`src/rtl/sm3_pkg.sv`:
```
// ----------------------------------------------------------------------------
// sm3_pkg
// Shared constants and functions of the SM3 hash engine.
// ----------------------------------------------------------------------------
package sm3_pkg;

    localparam int unsigned LEN_BITS = 61;

    localparam logic [31:0] T_LOW  = 32'h79cc4519;
    localparam logic [31:0] T_HIGH = 32'h7a879d8a;

    localparam logic [255:0] IV = {
        32'h7380166f, 32'h4914b2b9, 32'h172442d7, 32'hda8a0600,
        32'ha96f30bc, 32'h163138aa, 32'he38dee4d, 32'hb0fb0e4e
    };

    localparam logic [7:0] PAD_BYTE = 8'h80;

    typedef struct packed {
        logic start;
    } comp_ctrl_t;

    function automatic logic [31:0] rotl(input logic [31:0] x, input logic [4:0] n);
        logic [63:0] d;
        d = {x, x} << n;
        return d[63:32];
    endfunction

    function automatic logic [31:0] perm0(input logic [31:0] x);
        return x ^ rotl(x, 5'd9) ^ rotl(x, 5'd17);
    endfunction

    function automatic logic [31:0] perm1(input logic [31:0] x);
        return x ^ rotl(x, 5'd15) ^ rotl(x, 5'd23);
    endfunction

endpackage

```
`src/rtl/sm3_stream_if.sv`:
```
// ----------------------------------------------------------------------------
// sm3_stream_if
// Valid/ready channel interfaces of the SM3 hash engine.
// ----------------------------------------------------------------------------
interface sm3_in_if;
    logic        valid;
    logic        ready;
    logic [31:0] data_word;
    logic [2:0]  byte_count;
    logic        last;

    modport source (output valid, data_word, byte_count, last, input ready);
    modport sink   (input valid, data_word, byte_count, last, output ready);
endinterface

interface sm3_out_if;
    logic        valid;
    logic        ready;
    logic [63:0] digest_part;
    logic        digest_last;

    modport source (output valid, digest_part, digest_last, input ready);
    modport sink   (input valid, digest_part, digest_last, output ready);
endinterface

```
`src/rtl/sm3_compress.sv`:
```
// ----------------------------------------------------------------------------
// sm3_round_core
// Iterative SM3 compression: one round and one expansion word per cycle.
// ----------------------------------------------------------------------------
module sm3_round_core (
    input  logic                  clk,
    input  logic                  rst_n,
    input  sm3_pkg::comp_ctrl_t   ctrl_in,
    input  logic [511:0]          block,
    input  logic [255:0]          cv_in,
    output logic [255:0]          cv_out,
    output logic                  done
);

    logic [31:0] w_reg [16];
    logic [31:0] r_reg [8];
    logic [5:0]  round_reg;
    logic        run_reg;
    logic        done_reg;

    logic [3:0]  jx, nx, i16, i9, i3, i13, i6;
    logic [31:0] x_w, w_new, w_n, w_j, t_c, a12, ss1, ss2, ff, gg, tt1, tt2;
    logic [5:0]  n6;

    always_comb
    begin
        jx  = round_reg[3:0];
        n6  = round_reg + 6'd4;
        nx  = n6[3:0];
        i16 = nx;
        i9  = nx - 4'd9;
        i3  = nx - 4'd3;
        i13 = nx - 4'd13;
        i6  = nx - 4'd6;
        x_w = w_reg[i16] ^ w_reg[i9] ^ sm3_pkg::rotl(w_reg[i3], 5'd15);
        w_new = sm3_pkg::perm1(x_w) ^ sm3_pkg::rotl(w_reg[i13], 5'd7) ^ w_reg[i6];
        w_n = (round_reg >= 6'd12) ? w_new : w_reg[nx];
        w_j = w_reg[jx];
        t_c = (round_reg < 6'd16) ? sm3_pkg::T_LOW : sm3_pkg::T_HIGH;
        a12 = sm3_pkg::rotl(r_reg[0], 5'd12);
        ss1 = sm3_pkg::rotl(a12 + r_reg[4] + sm3_pkg::rotl(t_c, round_reg[4:0]), 5'd7);
        ss2 = ss1 ^ a12;
        if (round_reg < 6'd16)
        begin
            ff = r_reg[0] ^ r_reg[1] ^ r_reg[2];
            gg = r_reg[4] ^ r_reg[5] ^ r_reg[6];
        end
        else
        begin
            ff = (r_reg[0] & r_reg[1]) | (r_reg[0] & r_reg[2]) | (r_reg[1] & r_reg[2]);
            gg = (r_reg[4] & r_reg[5]) | (~r_reg[4] & r_reg[6]);
        end
        tt1 = ff + r_reg[3] + ss2 + (w_j ^ w_n);
        tt2 = gg + r_reg[7] + ss1 + w_j;
    end

    always_ff @(posedge clk or negedge rst_n)
    begin
        if (!rst_n)
        begin
            run_reg   <= 1'b0;
            done_reg  <= 1'b0;
            round_reg <= '0;
        end
        else
        begin
            done_reg <= 1'b0;
            if (ctrl_in.start && !run_reg)
            begin
                run_reg   <= 1'b1;
                round_reg <= '0;
            end
            else if (run_reg)
            begin
                round_reg <= round_reg + 6'd1;
                if (round_reg == 6'd63)
                begin
                    run_reg  <= 1'b0;
                    done_reg <= 1'b1;
                end
            end
        end
    end

    always_ff @(posedge clk)
    begin
        if (ctrl_in.start && !run_reg)
        begin
            for (int i = 0; i < 16; i++)
            begin
                w_reg[i] <= block[511 - 32*i -: 32];
            end
            for (int i = 0; i < 8; i++)
            begin
                r_reg[i] <= cv_in[255 - 32*i -: 32];
            end
        end
        else if (run_reg)
        begin
            if (round_reg >= 6'd12)
            begin
                w_reg[nx] <= w_new;
            end
            r_reg[3] <= r_reg[2];
            r_reg[2] <= sm3_pkg::rotl(r_reg[1], 5'd9);
            r_reg[1] <= r_reg[0];
            r_reg[0] <= tt1;
            r_reg[7] <= r_reg[6];
            r_reg[6] <= sm3_pkg::rotl(r_reg[5], 5'd19);
            r_reg[5] <= r_reg[4];
            r_reg[4] <= sm3_pkg::perm0(tt2);
        end
    end

    always_comb
    begin
        for (int i = 0; i < 8; i++)
        begin
            cv_out[255 - 32*i -: 32] = cv_in[255 - 32*i -: 32] ^ r_reg[i];
        end
    end

    assign done = done_reg;

endmodule

```
`src/rtl/sm3_hash_engine.sv`:
```
// ----------------------------------------------------------------------------
// sm3_hash_engine
// Streaming SM3 hash with padding and 64-bit length trailer.
// ----------------------------------------------------------------------------
// Input channel: one big-endian 32-bit message word per transfer, with the
// count of valid leading bytes and a last flag. A count below 4 is allowed
// only on the last word. Output channel: four 64-bit digest parts, most
// significant first, digest_last on the fourth.
// A word that does not finish a block leaves the input ready for the next
// word. The sixteenth word of a block starts a compression in the shared
// round unit: a load, 64 rounds and a handoff, with the input stalled
// throughout. The last word adds padding: padding words written one per
// cycle, one or two compressed blocks, then four digest transfers.
// The input is not ready during compression, padding or digest output.
// When the receiver stalls, the current digest part holds until taken.
// Reset loads the standard IV, clears the word and byte counters and makes
// the engine ready for a new message. After the digest the same happens.
// ----------------------------------------------------------------------------
module sm3_hash_engine (
    input  logic      clk,
    input  logic      rst_n,
    sm3_in_if.sink    in_ch,
    sm3_out_if.source out_ch
);

    typedef enum logic [2:0] {
        S_IDLE,
        S_COMP,
        S_PAD,
        S_OUT
    } state_t;

    state_t state_reg;
    logic [31:0] blk_reg [16];
    logic [3:0]  wcnt_reg;
    logic [sm3_pkg::LEN_BITS-1:0] total_reg;
    logic [255:0] cv_reg;
    logic         pad_reg;
    logic         fin_reg;
    logic         start_reg;
    logic [1:0]   part_reg;
    logic [63:0]  bits_w;
    logic [511:0] block_w;
    logic [255:0] cv_new;
    logic         done_w;
    logic [2:0]   cnt_w;
    logic [31:0]  keep_w, padw_w, pad_src_w;
    sm3_pkg::comp_ctrl_t ctrl;

    assign ctrl.start = start_reg;

    always_comb
    begin
        for (int i = 0; i < 16; i++)
        begin
            block_w[511 - 32*i -: 32] = blk_reg[i];
        end
    end

    sm3_round_core u_comp (
        .clk     (clk),
        .rst_n   (rst_n),
        .ctrl_in (ctrl),
        .block   (block_w),
        .cv_in   (cv_reg),
        .cv_out  (cv_new),
        .done    (done_w)
    );

    // fin_reg: the length trailer goes into the block being filled
    always_comb
    begin
        cnt_w = (!in_ch.last || in_ch.byte_count > 3'd4) ? 3'd4 : in_ch.byte_count;
        unique case (cnt_w)
            3'd0:    keep_w = 32'h0;
            3'd1:    keep_w = 32'hff000000;
            3'd2:    keep_w = 32'hffff0000;
            3'd3:    keep_w = 32'hffffff00;
            default: keep_w = 32'hffffffff;
        endcase
        padw_w = {24'h0, sm3_pkg::PAD_BYTE} << (5'd24 - {cnt_w[1:0], 3'b000});
        bits_w = 64'({total_reg, 3'b000});
        priority if (pad_reg)
            pad_src_w = {sm3_pkg::PAD_BYTE, 24'h0};
        else if (fin_reg && wcnt_reg == 4'd14)
            pad_src_w = bits_w[63:32];
        else if (fin_reg && wcnt_reg == 4'd15)
            pad_src_w = bits_w[31:0];
        else
            pad_src_w = 32'h0;
    end

    assign in_ch.ready        = (state_reg == S_IDLE);
    assign out_ch.valid       = (state_reg == S_OUT);
    assign out_ch.digest_part = cv_reg[255 - 64*part_reg -: 64];
    assign out_ch.digest_last = (part_reg == 2'd3);

    always_ff @(posedge clk or negedge rst_n)
    begin
        if (!rst_n)
        begin
            state_reg <= S_IDLE;
            wcnt_reg  <= '0;
            total_reg <= '0;
            cv_reg    <= sm3_pkg::IV;
            pad_reg   <= 1'b0;
            fin_reg   <= 1'b0;
            start_reg <= 1'b0;
            part_reg  <= '0;
        end
        else
        begin
            start_reg <= 1'b0;
            unique case (state_reg)
                S_IDLE:
                begin
                    if (in_ch.valid)
                    begin
                        total_reg <= total_reg + sm3_pkg::LEN_BITS'(cnt_w);
                        if (!in_ch.last)
                        begin
                            blk_reg[wcnt_reg] <= in_ch.data_word;
                            wcnt_reg <= wcnt_reg + 4'd1;
                            if (wcnt_reg == 4'd15)
                            begin
                                start_reg <= 1'b1;
                                state_reg <= S_COMP;
                            end
                        end
                        else if (cnt_w == 3'd4)
                        begin
                            blk_reg[wcnt_reg] <= in_ch.data_word;
                            wcnt_reg <= wcnt_reg + 4'd1;
                            pad_reg  <= 1'b1;
                            if (wcnt_reg == 4'd15)
                            begin
                                start_reg <= 1'b1;
                                state_reg <= S_COMP;
                            end
                            else
                            begin
                                state_reg <= S_PAD;
                            end
                        end
                        else
                        begin
                            blk_reg[wcnt_reg] <= (in_ch.data_word & keep_w) | padw_w;
                            wcnt_reg <= wcnt_reg + 4'd1;
                            pad_reg  <= 1'b0;
                            fin_reg  <= (wcnt_reg < 4'd14);
                            if (wcnt_reg == 4'd15)
                            begin
                                start_reg <= 1'b1;
                                state_reg <= S_COMP;
                            end
                            else
                            begin
                                state_reg <= S_PAD;
                            end
                        end
                        if (in_ch.last)
                        begin
                            part_reg <= 2'd1;
                        end
                        else
                        begin
                            part_reg <= 2'd0;
                        end
                    end
                end
                S_COMP:
                begin
                    if (done_w)
                    begin
                        cv_reg   <= cv_new;
                        wcnt_reg <= '0;
                        if (part_reg == 2'd2)
                        begin
                            part_reg  <= 2'd0;
                            state_reg <= S_OUT;
                        end
                        else if (part_reg == 2'd1)
                        begin
                            fin_reg   <= 1'b1;
                            state_reg <= S_PAD;
                        end
                        else
                        begin
                            state_reg <= S_IDLE;
                        end
                    end
                end
                S_PAD:
                begin
                    blk_reg[wcnt_reg] <= pad_src_w;
                    pad_reg  <= 1'b0;
                    if (pad_reg)
                    begin
                        fin_reg <= (wcnt_reg < 4'd14);
                    end
                    wcnt_reg <= wcnt_reg + 4'd1;
                    if (wcnt_reg == 4'd15)
                    begin
                        start_reg <= 1'b1;
                        state_reg <= S_COMP;
                        part_reg  <= (fin_reg && !pad_reg) ? 2'd2 : 2'd1;
                    end
                end
                S_OUT:
                begin
                    if (out_ch.ready)
                    begin
                        part_reg <= part_reg + 2'd1;
                        if (part_reg == 2'd3)
                        begin
                            state_reg <= S_IDLE;
                            cv_reg    <= sm3_pkg::IV;
                            wcnt_reg  <= '0;
                            total_reg <= '0;
                        end
                    end
                end
                default:
                begin
                    state_reg <= S_IDLE;
                end
            endcase
        end
    end

endmodule
```
`src/flat_wrapper.sv`:
```
// flat-port wrapper written by rule: the top's interface ports become plain ports
module sm3_hash_engine_flat 
  (clk, rst_n, in_ch_valid, in_ch_data_word, in_ch_byte_count, in_ch_last, in_ch_ready, out_ch_valid, out_ch_digest_part, out_ch_digest_last, out_ch_ready);
  sm3_in_if in_ch_i ();
  sm3_out_if out_ch_i ();
  input  logic clk;
  input  logic rst_n;
  input wire logic [$bits(in_ch_i.valid)-1:0] in_ch_valid;
  input wire logic [$bits(in_ch_i.data_word)-1:0] in_ch_data_word;
  input wire logic [$bits(in_ch_i.byte_count)-1:0] in_ch_byte_count;
  input wire logic [$bits(in_ch_i.last)-1:0] in_ch_last;
  output wire logic [$bits(in_ch_i.ready)-1:0] in_ch_ready;
  output wire logic [$bits(out_ch_i.valid)-1:0] out_ch_valid;
  output wire logic [$bits(out_ch_i.digest_part)-1:0] out_ch_digest_part;
  output wire logic [$bits(out_ch_i.digest_last)-1:0] out_ch_digest_last;
  input wire logic [$bits(out_ch_i.ready)-1:0] out_ch_ready;
  assign in_ch_i.valid = in_ch_valid;
  assign in_ch_i.data_word = in_ch_data_word;
  assign in_ch_i.byte_count = in_ch_byte_count;
  assign in_ch_i.last = in_ch_last;
  assign in_ch_ready = in_ch_i.ready;
  assign out_ch_valid = out_ch_i.valid;
  assign out_ch_digest_part = out_ch_i.digest_part;
  assign out_ch_digest_last = out_ch_i.digest_last;
  assign out_ch_i.ready = out_ch_ready;
  sm3_hash_engine u_core (.clk(clk), .rst_n(rst_n), .in_ch(in_ch_i), .out_ch(out_ch_i));
endmodule
```
`config.mk`:
```
export PLATFORM = sky130hd
export DESIGN_NAME = sm3_hash_engine_flat
export DESIGN_NICKNAME = d
export VERILOG_FILES = /design/src/rtl/sm3_pkg.sv /design/src/rtl/sm3_stream_if.sv /design/src/rtl/sm3_compress.sv /design/src/rtl/sm3_hash_engine.sv /design/src/flat_wrapper.sv
export SDC_FILE = /design/constraint.sdc
export NUM_CORES = 2
export LEC_CHECK = 0
export BUFFER_PORTS_ARGS = -buffer_cell sky130_fd_sc_hd__buf_2
export CELL_PAD_IN_SITES_DETAIL_PLACEMENT = 1
export CELL_PAD_IN_SITES_GLOBAL_PLACEMENT = 2
export CORE_MARGIN = 2
export CORE_UTILIZATION = 42
export CTS_CLUSTER_DIAMETER = 200
export CTS_CLUSTER_SIZE = 24
export DETAILED_ROUTE_END_ITERATION = 16
export PLACE_DENSITY = 0.87
export SYNTH_ARGS = -nofsm -noshare
export SYNTH_HDL_FRONTEND = slang
export SYNTH_SLANG_ARGS = --single-unit
```
`constraint.sdc`:
```
create_clock -name clk -period 10.3 [get_ports clk]
set_input_delay 1.03 -clock clk [delete_from_list [all_inputs] [get_ports clk]]
set_output_delay 1.03 -clock clk [all_outputs]
set_load 0.02 [all_outputs]
```
==> impl_results.md <==
- Outcome: complete, no violations
- CP Max Fanout: 24
- Layout Nets: 7,491
- Post-synth ARST share: 20.84%
- WL per Instance: 37.82 um
- Worst r2r src: u_core.u_comp.round_reg[2]
- Dpl ws: -0.1136 ns
- Initial antenna violation count: 21
- Area leader, netlist: edfxtp_1
- Yosys top cell area share: 39.30%
- Critical path required time: 10.88 ns
- Starting Density: 42.14%
- Cell Area, Synth: 97,790 um2
- Antenna violation net count after detailed routing: 0
- GP Congestion: 0.9910
- CTS tree: done
- Final worst setup slack: 0.2168 ns
- Vias in the first global route: 69,250
- First-pass GRT wire length: 541.2 mm
- Worst-Margin Slew: 1.451 ns
- Crit-path most repeated cell: buf_4
- CTS Buf Count: 77
- Startpoint Class: flop
- Die ar.: 236,700 um2
- Syn. warnings: 0
- Minimum clock period: 10.08 ns
- Register area share after synthesis: 48.08%
- Synth Area in Simple Gates: 5.074%
- Slew Limit Fails: 0
- Std-Cell Core Area: 232,100 um2
- Xor and xnor area share after synthesis: 4.868%
- Final Cycle Share: 97.90%
- Via count: 68,630
- Synth Flop Type: edfxtp_1
- Top-count cell post-synth: edfxtp_1
- Largest cells by area after synthesis: edfxtp_1 39%, mux4_2 17%, mux2_2 8.7%
- Hold Violations, Final: 0
- Die Wd: 486.5 um
- # rows: 177
- Cell variety after synth: 75
- Via/cell ratio: 6.702
- Crit end category: flop
- Critical-path top delay cell: xnor2_2
- Worst-skew pair later-pin latency: 0.84 ns
- Total global-route track usage: 32.32%
- Compound-Gate Fraction of Synth Area: 6.267%
- DRT Pass-1 Iters: 5
- Max Cap Viol: 0
- Layout cells sized above 1: 31.60%
- Pin count of the biggest net entering global routing: 170
- Number of synthesized flops with an enable pin: 1,280
- H-Tree Depth: 3
- Die height: 486.5 um
- FF-to-FF setup slack: 0.22 ns
- Clk sinks: 1,617
- Root Buffer: clkbuf_16
- HPWL after DPL: 266.3 mm
- Post-synthesis adder-cell area fraction: 5.404%
- Worst reg2reg endpoint: u_core.u_comp.r_reg[0][30]
- Slew HR: 3.237%
- Clk slew on worst S/H paths: 0.12 ns
- Syn Area/Cell: 13.74 um2
- Iter 0 DRT Violations: 8,842
- Drt total wl: 387.3 mm
- Largest family of logic cells by synthesized area: multiplexers
- Worst Path Arrival: 10.66 ns
- R2r worst-path depth: 29
- FF+latch count, synth: 1,617
- Mapped Cells: 7,115
- Port bufs: 106
- Final setup vio count: 0
- DRC: 0
- Critical path class: flop to flop
- Mux contribution to synthesized area: 27.02%
- Area grow syn2layout: 7.737%
- Worst min path class: input pin to async pin
- Slowest stage delay, CP: 1.00 ns
- # IOs: 107
- Most frequent cells after synthesis: 1,280 x edfxtp_1, 754 x mux2_2, 745 x mux4_2
- Fmax: 0.09917 GHz
- CTS Buffer Depth: 3
- GRT overflow: 0
- Fin Clk Skew: 0.05939 ns
- Syn nets: 7,464
==> layout make-up <==
type | instances | area, um2
Antenna cell | 11 | 27.53
Fill cell | 23290 | 126700
Clock buffer | 117 | 2120
Inverter | 332 | 1262
Timing Repair Buffer | 396 | 2908
Clock inverter | 6 | 152.6
Multi-Input combinational cell | 4718 | 48030
Tap cell | 3043 | 3807
Sequential cell | 1617 | 47050
==> layer usage <==
| layer | up-vias | part of all wire [%] | global-route usage [%] |
|---|---|---|---|
| met5 | - | 0.018 | 0 |
| met4 | 12 | 7.9 | 20.65 |
| met3 | 1171 | 11 | 7.704 |
| met2 | 4597 | 46 | 49.98 |
| met1 | 35980 | 36 | 40.86 |
| li1 | 26870 | - | - |
==> metrics by stage <==
stage / util, % / hold slack (ns) / TNS (ns) / cells / area [um2]
after global routing: 45.39 / 0.1273 / -0.008751 / 10230 / 105300
after detailed placement: 44.32 / 0.4906 / -0.1954 / 10110 / 102900
final: 45.40 / 0.1110 / 0 / 10240 / 105400
after global placement: 44.32 / 0.4764 / 0 / 10100 / 102900
after CTS: 45.31 / 0.1159 / 0 / 10230 / 105200
after floorplan: - / 0.4631 / 0 / 7115 / 97790
==> worst max-delay path, delay by kind of cell (launching register included) <==
kind                     cells  cell delay (ns)
buffers and inverters        8             1.92
multiplexers                 3             1.07
flip-flops                   1             0.62
AND/OR/NAND/NOR              3             0.70
XOR/XNOR                     6             2.72
AO/OA/AOI/OAI                5             1.03
adder cells (fa/ha/maj)      4             1.73
==> logic make-up after synthesis <==
| kind of cell | count (synthesis) |
|---|---|
| flops | 1617 |
| mux | 1614 |
| simple gates | 1207 |
| compound gates | 1095 |
| buf+inv | 780 |
| xor+xnor | 492 |
| fa+ha+maj | 309 |
| other cells | 1 |
==> worst max path at each step <==
stage,startpoint,endpoint,cells past startpoint
after floorplan,u_core.u_comp.round_reg[1],u_core.u_comp.r_reg[0][29],44
after global routing,u_core.u_comp.round_reg[1],u_core.u_comp.r_reg[0][30],30
final,u_core.u_comp.round_reg[2],u_core.u_comp.r_reg[0][30],29
after global placement,u_core.u_comp.round_reg[0],u_core.u_comp.r_reg[0][30],39
after CTS,u_core.u_comp.round_reg[0],u_core.u_comp.r_reg[0][30],41
after detailed placement,u_core.u_comp.round_reg[0],u_core.u_comp.r_reg[0][30],39
==> cells in the final DEF, fill, tap and decap left out, types with 36 or more instances in the layout <==
cell type / synthesis / routed
xor2_1: 142 / 140
clkbuf_1: 257 / 38
buf_2: 100 / 105
nor2_1: 358 / 343
xnor2_2: 53 / 63
a21o_1: 41 / 41
dfstp_2: 119 / 119
dfrtp_1: 218 / 210
mux2_2: 754 / 754
nand3_1: 40 / 36
edfxtp_1: 1280 / 1280
o21ai_0: 699 / 670
a31oi_1: 37 / 36
ha_1: 120 / 117
inv_1: 329 / 326
mux2i_1: 113 / 112
nand2_1: 643 / 627
buf_4: 16 / 272
mux4_2: 745 / 745
a21oi_1: 150 / 146
fa_1: 189 / 189
nor3_1: 42 / 36
xnor2_1: 293 / 282
clkbuf_16: 0 / 79
==> what timing repair did <==
| item | 4_1_cts | 5_1_grt |
|---|---|---|
| resized for setup | 4 | 40 |
| pin swaps | 0 | 5 |
| hold buffers | 0 | 0 |
| setup endpoints to repair | 6 | 47 |
| setup buffers | 0 | 1 |
Power is left out: the tool's default activity adds up to more than one toggle a clock period on the data nets, which glitch-free logic cannot reach.
